## src/btci_pkg.sv

```systemverilog
`default_nettype none
// ----------------------------------------------------------------------------
// btci_pkg
// Shared types, constants and the operation sequence of the barycentric
// texture coordinate interpolator.
// ----------------------------------------------------------------------------
package btci_pkg;

    // Working width: every intermediate value of the query fits in 176 bits.
    localparam int WIDE_W    = 176;
    // Second operand of a product: 68-bit signed (coordinate differences,
    // normal components and cross product components).
    localparam int MUL_B_W   = 68;
    localparam int RF_DEPTH  = 32;
    localparam int ADDR_W    = 5;
    localparam int STEP_W    = 8;
    localparam int PC_W      = 7;
    localparam int NUM_UOPS  = 77;
    localparam int COORD_W   = 32;

    typedef logic [ADDR_W-1:0] addr_t;
    typedef logic [PC_W-1:0]   pc_t;
    typedef logic [2:0]        field_t;
    typedef logic [1:0]        mode_t;
    typedef logic signed [WIDE_W-1:0] wide_t;

    localparam mode_t MODE_A     = 2'd0;
    localparam mode_t MODE_B     = 2'd1;
    localparam mode_t MODE_C     = 2'd2;
    localparam mode_t MODE_QUERY = 2'd3;

    localparam field_t FLD_X = 3'd0;
    localparam field_t FLD_Y = 3'd1;
    localparam field_t FLD_Z = 3'd2;
    localparam field_t FLD_U = 3'd3;
    localparam field_t FLD_V = 3'd4;

    localparam addr_t ADDR_VA = 5'd0;
    localparam addr_t ADDR_VB = 5'd5;
    localparam addr_t ADDR_VC = 5'd10;
    localparam addr_t ADDR_P  = 5'd15;

    localparam pc_t LAST_PC = pc_t'(NUM_UOPS - 1);

    typedef enum logic [2:0] {
        OP_NONE = 3'd0,
        OP_LDF  = 3'd1,
        OP_ADD  = 3'd2,
        OP_SUB  = 3'd3,
        OP_MUL  = 3'd4,
        OP_DIV  = 3'd5,
        OP_FIN  = 3'd6
    } op_t;

    typedef struct packed {
        op_t   op;
        addr_t d;
        addr_t a;
        addr_t b;
        logic  chk;
    } uop_t;

    typedef struct packed {
        logic   capture;
        logic   start;
        op_t    op;
        field_t field_sel;
        addr_t  rd_a;
        addr_t  rd_b;
        addr_t  wr_addr;
        logic   out_clear;
    } dp_cmd_t;

    typedef struct packed {
        logic busy;
        logic zero;
        logic out_valid;
    } dp_sts_t;

    function automatic uop_t mk(input op_t op, input int d, input int a, input int b);
        uop_t r;
        r.op  = op;
        r.d   = ADDR_W'(d);
        r.a   = ADDR_W'(a);
        r.b   = ADDR_W'(b);
        r.chk = 1'b0;
        return r;
    endfunction

    // Register map: A 0..4, B 5..9, C 10..14 (x,y,z,u,v), P 15..17,
    // scratch 18..31. For the final step d selects u (0) or v (1).
    function automatic uop_t uop_rom(input pc_t pc);
        uop_t r;
        r = mk(OP_NONE, 0, 0, 0);
        case (pc)
            // ab = B - A, ac = C - A
            7'd0:  r = mk(OP_SUB, 18, 5, 0);
            7'd1:  r = mk(OP_SUB, 19, 6, 1);
            7'd2:  r = mk(OP_SUB, 20, 7, 2);
            7'd3:  r = mk(OP_SUB, 21, 10, 0);
            7'd4:  r = mk(OP_SUB, 22, 11, 1);
            7'd5:  r = mk(OP_SUB, 23, 12, 2);
            // n = ab x ac
            7'd6:  r = mk(OP_MUL, 24, 19, 23);
            7'd7:  r = mk(OP_MUL, 25, 20, 22);
            7'd8:  r = mk(OP_SUB, 26, 24, 25);
            7'd9:  r = mk(OP_MUL, 24, 20, 21);
            7'd10: r = mk(OP_MUL, 25, 18, 23);
            7'd11: r = mk(OP_SUB, 27, 24, 25);
            7'd12: r = mk(OP_MUL, 24, 18, 22);
            7'd13: r = mk(OP_MUL, 25, 19, 21);
            7'd14: r = mk(OP_SUB, 28, 24, 25);
            // den = n . n
            7'd15: r = mk(OP_MUL, 24, 26, 26);
            7'd16: r = mk(OP_MUL, 25, 27, 27);
            7'd17: r = mk(OP_ADD, 24, 24, 25);
            7'd18: r = mk(OP_MUL, 25, 28, 28);
            7'd19:
            begin
                r = mk(OP_ADD, 29, 24, 25);
                r.chk = 1'b1;
            end
            // bp = B - P, cp = C - P
            7'd20: r = mk(OP_SUB, 18, 5, 15);
            7'd21: r = mk(OP_SUB, 19, 6, 16);
            7'd22: r = mk(OP_SUB, 20, 7, 17);
            7'd23: r = mk(OP_SUB, 21, 10, 15);
            7'd24: r = mk(OP_SUB, 22, 11, 16);
            7'd25: r = mk(OP_SUB, 23, 12, 17);
            // pa = n . (bp x cp)
            7'd26: r = mk(OP_MUL, 24, 19, 23);
            7'd27: r = mk(OP_MUL, 25, 20, 22);
            7'd28: r = mk(OP_SUB, 30, 24, 25);
            7'd29: r = mk(OP_MUL, 31, 26, 30);
            7'd30: r = mk(OP_MUL, 24, 20, 21);
            7'd31: r = mk(OP_MUL, 25, 18, 23);
            7'd32: r = mk(OP_SUB, 30, 24, 25);
            7'd33: r = mk(OP_MUL, 24, 27, 30);
            7'd34: r = mk(OP_ADD, 31, 31, 24);
            7'd35: r = mk(OP_MUL, 24, 18, 22);
            7'd36: r = mk(OP_MUL, 25, 19, 21);
            7'd37: r = mk(OP_SUB, 30, 24, 25);
            7'd38: r = mk(OP_MUL, 24, 28, 30);
            7'd39: r = mk(OP_ADD, 31, 31, 24);
            // ap = A - P
            7'd40: r = mk(OP_SUB, 18, 0, 15);
            7'd41: r = mk(OP_SUB, 19, 1, 16);
            7'd42: r = mk(OP_SUB, 20, 2, 17);
            // pb = n . (cp x ap)
            7'd43: r = mk(OP_MUL, 24, 22, 20);
            7'd44: r = mk(OP_MUL, 25, 23, 19);
            7'd45: r = mk(OP_SUB, 30, 24, 25);
            7'd46: r = mk(OP_MUL, 15, 26, 30);
            7'd47: r = mk(OP_MUL, 24, 23, 18);
            7'd48: r = mk(OP_MUL, 25, 21, 20);
            7'd49: r = mk(OP_SUB, 30, 24, 25);
            7'd50: r = mk(OP_MUL, 24, 27, 30);
            7'd51: r = mk(OP_ADD, 15, 15, 24);
            7'd52: r = mk(OP_MUL, 24, 21, 19);
            7'd53: r = mk(OP_MUL, 25, 22, 18);
            7'd54: r = mk(OP_SUB, 30, 24, 25);
            7'd55: r = mk(OP_MUL, 24, 28, 30);
            7'd56: r = mk(OP_ADD, 15, 15, 24);
            // u: t = 2*(pa*(uA-uC) + pb*(uB-uC)) + den, q = floor(t / 2den)
            7'd57: r = mk(OP_SUB, 16, 3, 13);
            7'd58: r = mk(OP_SUB, 17, 8, 13);
            7'd59: r = mk(OP_MUL, 24, 31, 16);
            7'd60: r = mk(OP_MUL, 25, 15, 17);
            7'd61: r = mk(OP_ADD, 24, 24, 25);
            7'd62: r = mk(OP_ADD, 24, 24, 24);
            7'd63: r = mk(OP_ADD, 24, 24, 29);
            7'd64: r = mk(OP_ADD, 25, 29, 29);
            7'd65: r = mk(OP_DIV, 24, 24, 25);
            7'd66: r = mk(OP_FIN, 0, 24, 13);
            // v
            7'd67: r = mk(OP_SUB, 16, 4, 14);
            7'd68: r = mk(OP_SUB, 17, 9, 14);
            7'd69: r = mk(OP_MUL, 24, 31, 16);
            7'd70: r = mk(OP_MUL, 25, 15, 17);
            7'd71: r = mk(OP_ADD, 24, 24, 25);
            7'd72: r = mk(OP_ADD, 24, 24, 24);
            7'd73: r = mk(OP_ADD, 24, 24, 29);
            7'd74: r = mk(OP_ADD, 25, 29, 29);
            7'd75: r = mk(OP_DIV, 24, 24, 25);
            7'd76: r = mk(OP_FIN, 1, 24, 14);
            default: r = mk(OP_NONE, 0, 0, 0);
        endcase
        return r;
    endfunction

endpackage
`default_nettype wire

```

## src/btci_ctrl.sv

```systemverilog
`default_nettype none
// ----------------------------------------------------------------------------
// btci_ctrl
// Sequencer: takes input words, stores vertices, and steps the datapath
// through the query operation list.
// ----------------------------------------------------------------------------
module btci_ctrl
(
    input  wire logic              clk,
    input  wire logic              rst_n,
    input  wire logic              item_valid,
    input  wire btci_pkg::mode_t   item_mode,
    output logic                   item_ready,
    output btci_pkg::dp_cmd_t      cmd,
    input  wire btci_pkg::dp_sts_t sts
);

    typedef enum logic [6:0] {
        S_IDLE = 7'b0000001,
        S_LOAD = 7'b0000010,
        S_PNT  = 7'b0000100,
        S_READ = 7'b0001000,
        S_EXEC = 7'b0010000,
        S_WAIT = 7'b0100000,
        S_FAIL = 7'b1000000
    } state_t;

    state_t            state_reg, state_next;
    btci_pkg::pc_t     pc_reg, pc_next;
    btci_pkg::field_t  cnt_reg, cnt_next;
    logic [2:0]        mask_reg, mask_next;
    btci_pkg::mode_t   mode_reg, mode_next;
    btci_pkg::uop_t    uop;
    btci_pkg::addr_t   vtx_base;

    always_comb
    begin
        unique case (mode_reg)
            btci_pkg::MODE_A: vtx_base = btci_pkg::ADDR_VA;
            btci_pkg::MODE_B: vtx_base = btci_pkg::ADDR_VB;
            btci_pkg::MODE_C: vtx_base = btci_pkg::ADDR_VC;
            default:          vtx_base = btci_pkg::ADDR_P;
        endcase
    end

    always_comb
    begin
        state_next    = state_reg;
        pc_next       = pc_reg;
        cnt_next      = cnt_reg;
        mask_next     = mask_reg;
        mode_next     = mode_reg;
        item_ready    = 1'b0;
        uop           = btci_pkg::uop_rom(pc_reg);
        cmd           = '0;
        cmd.op        = btci_pkg::OP_NONE;
        cmd.rd_a      = uop.a;
        cmd.rd_b      = uop.b;
        cmd.field_sel = cnt_reg;

        unique case (state_reg)
            S_IDLE:
            begin
                item_ready = 1'b1;
                if (item_valid)
                begin
                    cmd.capture = 1'b1;
                    mode_next   = item_mode;
                    cnt_next    = btci_pkg::FLD_X;
                    if (item_mode == btci_pkg::MODE_QUERY)
                    begin
                        state_next = (mask_reg == 3'b111) ? S_PNT : S_FAIL;
                    end
                    else
                    begin
                        mask_next  = mask_reg | (3'b001 << item_mode);
                        state_next = S_LOAD;
                    end
                end
            end
            S_LOAD:
            begin
                cmd.start   = 1'b1;
                cmd.op      = btci_pkg::OP_LDF;
                cmd.wr_addr = vtx_base + btci_pkg::ADDR_W'(cnt_reg);
                cnt_next    = cnt_reg + 3'd1;
                if (cnt_reg == btci_pkg::FLD_V)
                begin
                    state_next = S_IDLE;
                end
            end
            S_PNT:
            begin
                cmd.start   = 1'b1;
                cmd.op      = btci_pkg::OP_LDF;
                cmd.wr_addr = btci_pkg::ADDR_P + btci_pkg::ADDR_W'(cnt_reg);
                cnt_next    = cnt_reg + 3'd1;
                if (cnt_reg == btci_pkg::FLD_Z)
                begin
                    pc_next    = '0;
                    state_next = S_READ;
                end
            end
            S_READ:
            begin
                // hold the final step until the result register is free
                if (!(uop.op == btci_pkg::OP_FIN && sts.out_valid))
                begin
                    state_next = S_EXEC;
                end
            end
            S_EXEC:
            begin
                cmd.start   = 1'b1;
                cmd.op      = uop.op;
                cmd.wr_addr = uop.d;
                if (uop.op == btci_pkg::OP_MUL || uop.op == btci_pkg::OP_DIV)
                begin
                    state_next = S_WAIT;
                end
                else if (uop.chk && sts.zero)
                begin
                    state_next = S_FAIL;
                end
                else if (pc_reg == btci_pkg::LAST_PC)
                begin
                    state_next = S_IDLE;
                end
                else
                begin
                    pc_next    = pc_reg + 7'd1;
                    state_next = S_READ;
                end
            end
            S_WAIT:
            begin
                if (!sts.busy)
                begin
                    pc_next    = pc_reg + 7'd1;
                    state_next = S_READ;
                end
            end
            S_FAIL:
            begin
                if (!sts.out_valid)
                begin
                    cmd.out_clear = 1'b1;
                    state_next    = S_IDLE;
                end
            end
            default:
            begin
                state_next = S_IDLE;
            end
        endcase
    end

    always_ff @(posedge clk or negedge rst_n)
    begin
        if (!rst_n)
        begin
            state_reg <= S_IDLE;
            pc_reg    <= '0;
            cnt_reg   <= '0;
            mask_reg  <= '0;
            mode_reg  <= '0;
        end
        else
        begin
            state_reg <= state_next;
            pc_reg    <= pc_next;
            cnt_reg   <= cnt_next;
            mask_reg  <= mask_next;
            mode_reg  <= mode_next;
        end
    end

endmodule
`default_nettype wire

```

## config.mk

```make
export PLATFORM = sky130hd
export DESIGN_NAME = btci_ctrl
export DESIGN_NICKNAME = d
export VERILOG_FILES = /design/src/btci_pkg.sv /design/src/btci_ctrl.sv
export SDC_FILE = /design/constraint.sdc
export NUM_CORES = 1
export LEC_CHECK = 0
export BUFFER_PORTS_ARGS = -buffer_cell sky130_fd_sc_hd__buf_2
export CAP_MARGIN = 40
export CELL_PAD_IN_SITES_DETAIL_PLACEMENT = 1
export CELL_PAD_IN_SITES_GLOBAL_PLACEMENT = 1
export CORE_ASPECT_RATIO = 1.4
export CORE_MARGIN = 2
export CORE_UTILIZATION = 40
export DETAILED_ROUTE_END_ITERATION = 8
export PLACE_DENSITY_LB_ADDON = 0.1
export SLEW_MARGIN = 10
export SYNTH_ARGS = -nofsm -noshare
export SYNTH_HDL_FRONTEND = slang
export SYNTH_SLANG_ARGS = --single-unit
```

## constraint.sdc

```tcl
create_clock -name clk -period 7.9 [get_ports clk]
set_clock_uncertainty 0.05 [all_clocks]
set_input_delay 1.185 -clock clk [delete_from_list [all_inputs] [get_ports clk]]
set_output_delay 1.185 -clock clk [all_outputs]
set_load 0.02 [all_outputs]
```

==> results_dict.tcl <==
set metrics [dict create \
    run_status "completed" \
    start_util 0.415 \
    die_w_um 84.1 \
    maxCapViolations 0 \
    num_rows 40 \
    crit_type "register to output pin" \
    ant_nets 0 \
    finalCritPeriodShare 0.614 \
    clkSinkCount 22 \
    seq_area_sq_um 554 \
    hold_viol 0 \
    cts_resized 0 \
    final_cells 587 \
    drt_wl_total_um 13700 \
    layout-drive-gt1-share 0.149 \
    placed_cell_area_sq_um 3750 \
    die_area_sq_um 9760 \
    synth.distinct_cells 77 \
    synth_area_per_cell_sq_um 7.49 \
    cp_num_buf_inv 2 \
    synthCells 479 \
    grt_max_degree 70 \
    maxSlewViolCount 0 \
    synthArstFlopShare 1.00 \
    drtIter0Drc 233 \
    critPathLaunchType "register" \
    via_per_inst 6.59 \
    crit_start "pc_reg[0]$_DFFE_PN0P_" \
    syn_area_sq_um 3590 \
    cts_tree "done" \
    synth-edff-count 0 \
    powerDensity_nw_per_um2 319 \
    hold_buffers 0 \
    n_antenna_cell 0 \
    num_vias 3870 \
    slowest_delay_ns 0.86 \
    reg2reg_to "pc_reg[0]$_DFFE_PN0P_" \
    cp_cell_sequence "inv_1, ha_1, ha_1, nor3_1, or4_1, a21oi_1, a21oi_1, o22ai_1, buf_2" \
    synth_seq_cells 22 \
    hold_path_depth 1 \
    ff2ff_setup_slack_ns 4.13 \
    critPathMaxFanout 21 \
    synth_ff_type "dfrtp_1" \
    postCtsSetupRepairBufs 0 \
    grt_overflow 0 \
    worstReg2RegStart "pc_reg[0]$_DFFE_PN0P_" \
    hpwl_um 10300 \
    holdPathEnd "mask_reg[2]$_DFFE_PN0P_" \
    final_common_cell "nand2_1" \
    ys_warn_count 0 \
    die_y_um 116 \
    clock-root-buffer "clkbuf_16" \
    fin_nets 521 \
    ctsLongestPathBuffers 2 \
    htree_num_levels 1 \
    multi_input_area_sq_um 2760 \
    required_ns 6.66 \
    finalSetupViolCount 0 \
    cpMaxStageDelayCell "dfrtp_1" \
    final_area_sq_um 3830 \
    clk_latency_ns 0.26 \
    post_drt_wl_per_cell_um 23.3 \
    fin_tns_setup_ns 0 \
    fillCellCount 1081 \
    crit_family "adder cells" \
    place_inst 583 \
    gp_congestion 0.942 \
    io_pins 33 \
    grt_pass1_wl_um 21700 \
    grt_usage 0.284 \
    synth_nets 517 \
    port_buffers 32 \
    clk_pin_slew_ns 0.06 \
    fmax_mhz 206 \
    power.leakage_nw 1.71 \
    worstHoldStart "mask_reg[2]$_DFFE_PN0P_" \
    vdd_ir_drop_max_mv 0.155 \
    synth.yosys.seq_area_share 0.154 \
    min_path_type "register to register" \
    area_delta_synth_final_pct 6.66 \
    r2r_cells 9 \
    fin_crit_ns 4.85 \
    arrival_ns 3.62 \
    worstSetupEndpointType "output pin" \
    final_cell_mix "63 x nand2_1, 36 x nor2_1, 34 x a21oi_1" \
    core-area_sq_um 8660 \
    cts_buffers 3 \
    rsz0062_at_grt "false" \
    antenna_found_initial 0 \
    grt_pass1_vias 3993 \
    worst_slew_pin_slew_ns 0.794 \
    max_slew_margin 0.471 \
    drc 0 \
    first_pass_iters 5 \
]
cell usage after synthesis (3+ instances only):
cell type,n,share of area
nor2_1,36,0.038
a211oi_1,7,0.015
o22ai_1,7,0.012
o221ai_1,6,0.015
ha_1,29,0.10
a21o_1,9,0.019
mux2_2,3,0.0094
nand2_1,63,0.066
a21oi_1,34,0.047
dfrtp_1,21,0.15
o21ai_0,29,0.040
buf_1,3,0.0031
nand4_1,7,0.012
xor2_1,3,0.0073
and2_1,3,0.0052
o2bb2ai_1,3,0.0073
or4_1,3,0.0063
nand3_1,13,0.018
nor2b_1,14,0.024
a31o_2,3,0.0073
mux2i_1,12,0.033
a31oi_1,7,0.012
clkbuf_1,14,0.015
a311oi_1,6,0.015
a22o_1,5,0.012
o21a_1,3,0.0063
o211ai_1,6,0.013
mux4_2,5,0.031
inv_1,23,0.024
nand2b_1,16,0.028
o2111ai_1,3,0.0073
a221oi_1,4,0.0098
nor3_1,7,0.0098
buf_2,18,0.025
o31ai_1,4,0.0084
worst max path at each step:
stage	to	slack, ns	cells after the start
final	cmd[9]	3.05	9
after CTS	cmd[9]	3.13	9
after global routing	cmd[9]	2.84	9
after detailed placement	cmd[9]	3.41	9
after floorplan	cmd[1]	4.00	10
after global placement	cmd[20]	3.34	8
stage by stage:
stage	util	setup slack [ns]	hold WS [ns]	total power [mW]
after CTS	0.442	3.13	0.410	1.21
after global placement	0.431	3.34	0.396	1.08
after detailed placement	0.433	3.41	0.396	1.09
after floorplan	-	4.00	0.378	0.839
after global routing	0.442	2.84	0.444	1.31
final	0.442	3.05	0.406	1.22
routing by layer:
metal	routed length (um)	global-route usage	vias to the layer above
met4	823	0.171	0
met1	5380	0.322	1899
met5	0	0	-
met2	6890	0.515	143
li1	-	-	1779
met3	578	0.0283	49
kinds of logic after synthesis:
family	Yosys count	synth area share
AOI/OAI and AO/OA	158	0.313
xor gates and xnor gates	4	0.00976
adders and majority gates	31	0.109
buffers and inverters	62	0.0763
DFF	22	0.154
muxes	22	0.0826
and+or+nand+nor	180	0.255
report_power, final:
group          switching (mW)  total (mW)  internal (mW)
registers              0.0539       0.197          0.143
logic                   0.593       0.912          0.319
clock network          0.0424       0.111         0.0690
total                   0.689        1.22          0.531
cell type report:
class | count | share of cell area
Clock buffer | 4 | 0.0206
Inverter | 24 | 0.0235
Multi-Input combinational cell | 395 | 0.722
Sequential cell | 22 | 0.145
Tap cell | 105 | 0.0343
Timing Repair Buffer | 37 | 0.0549
(Power assumes the default switching activity.)
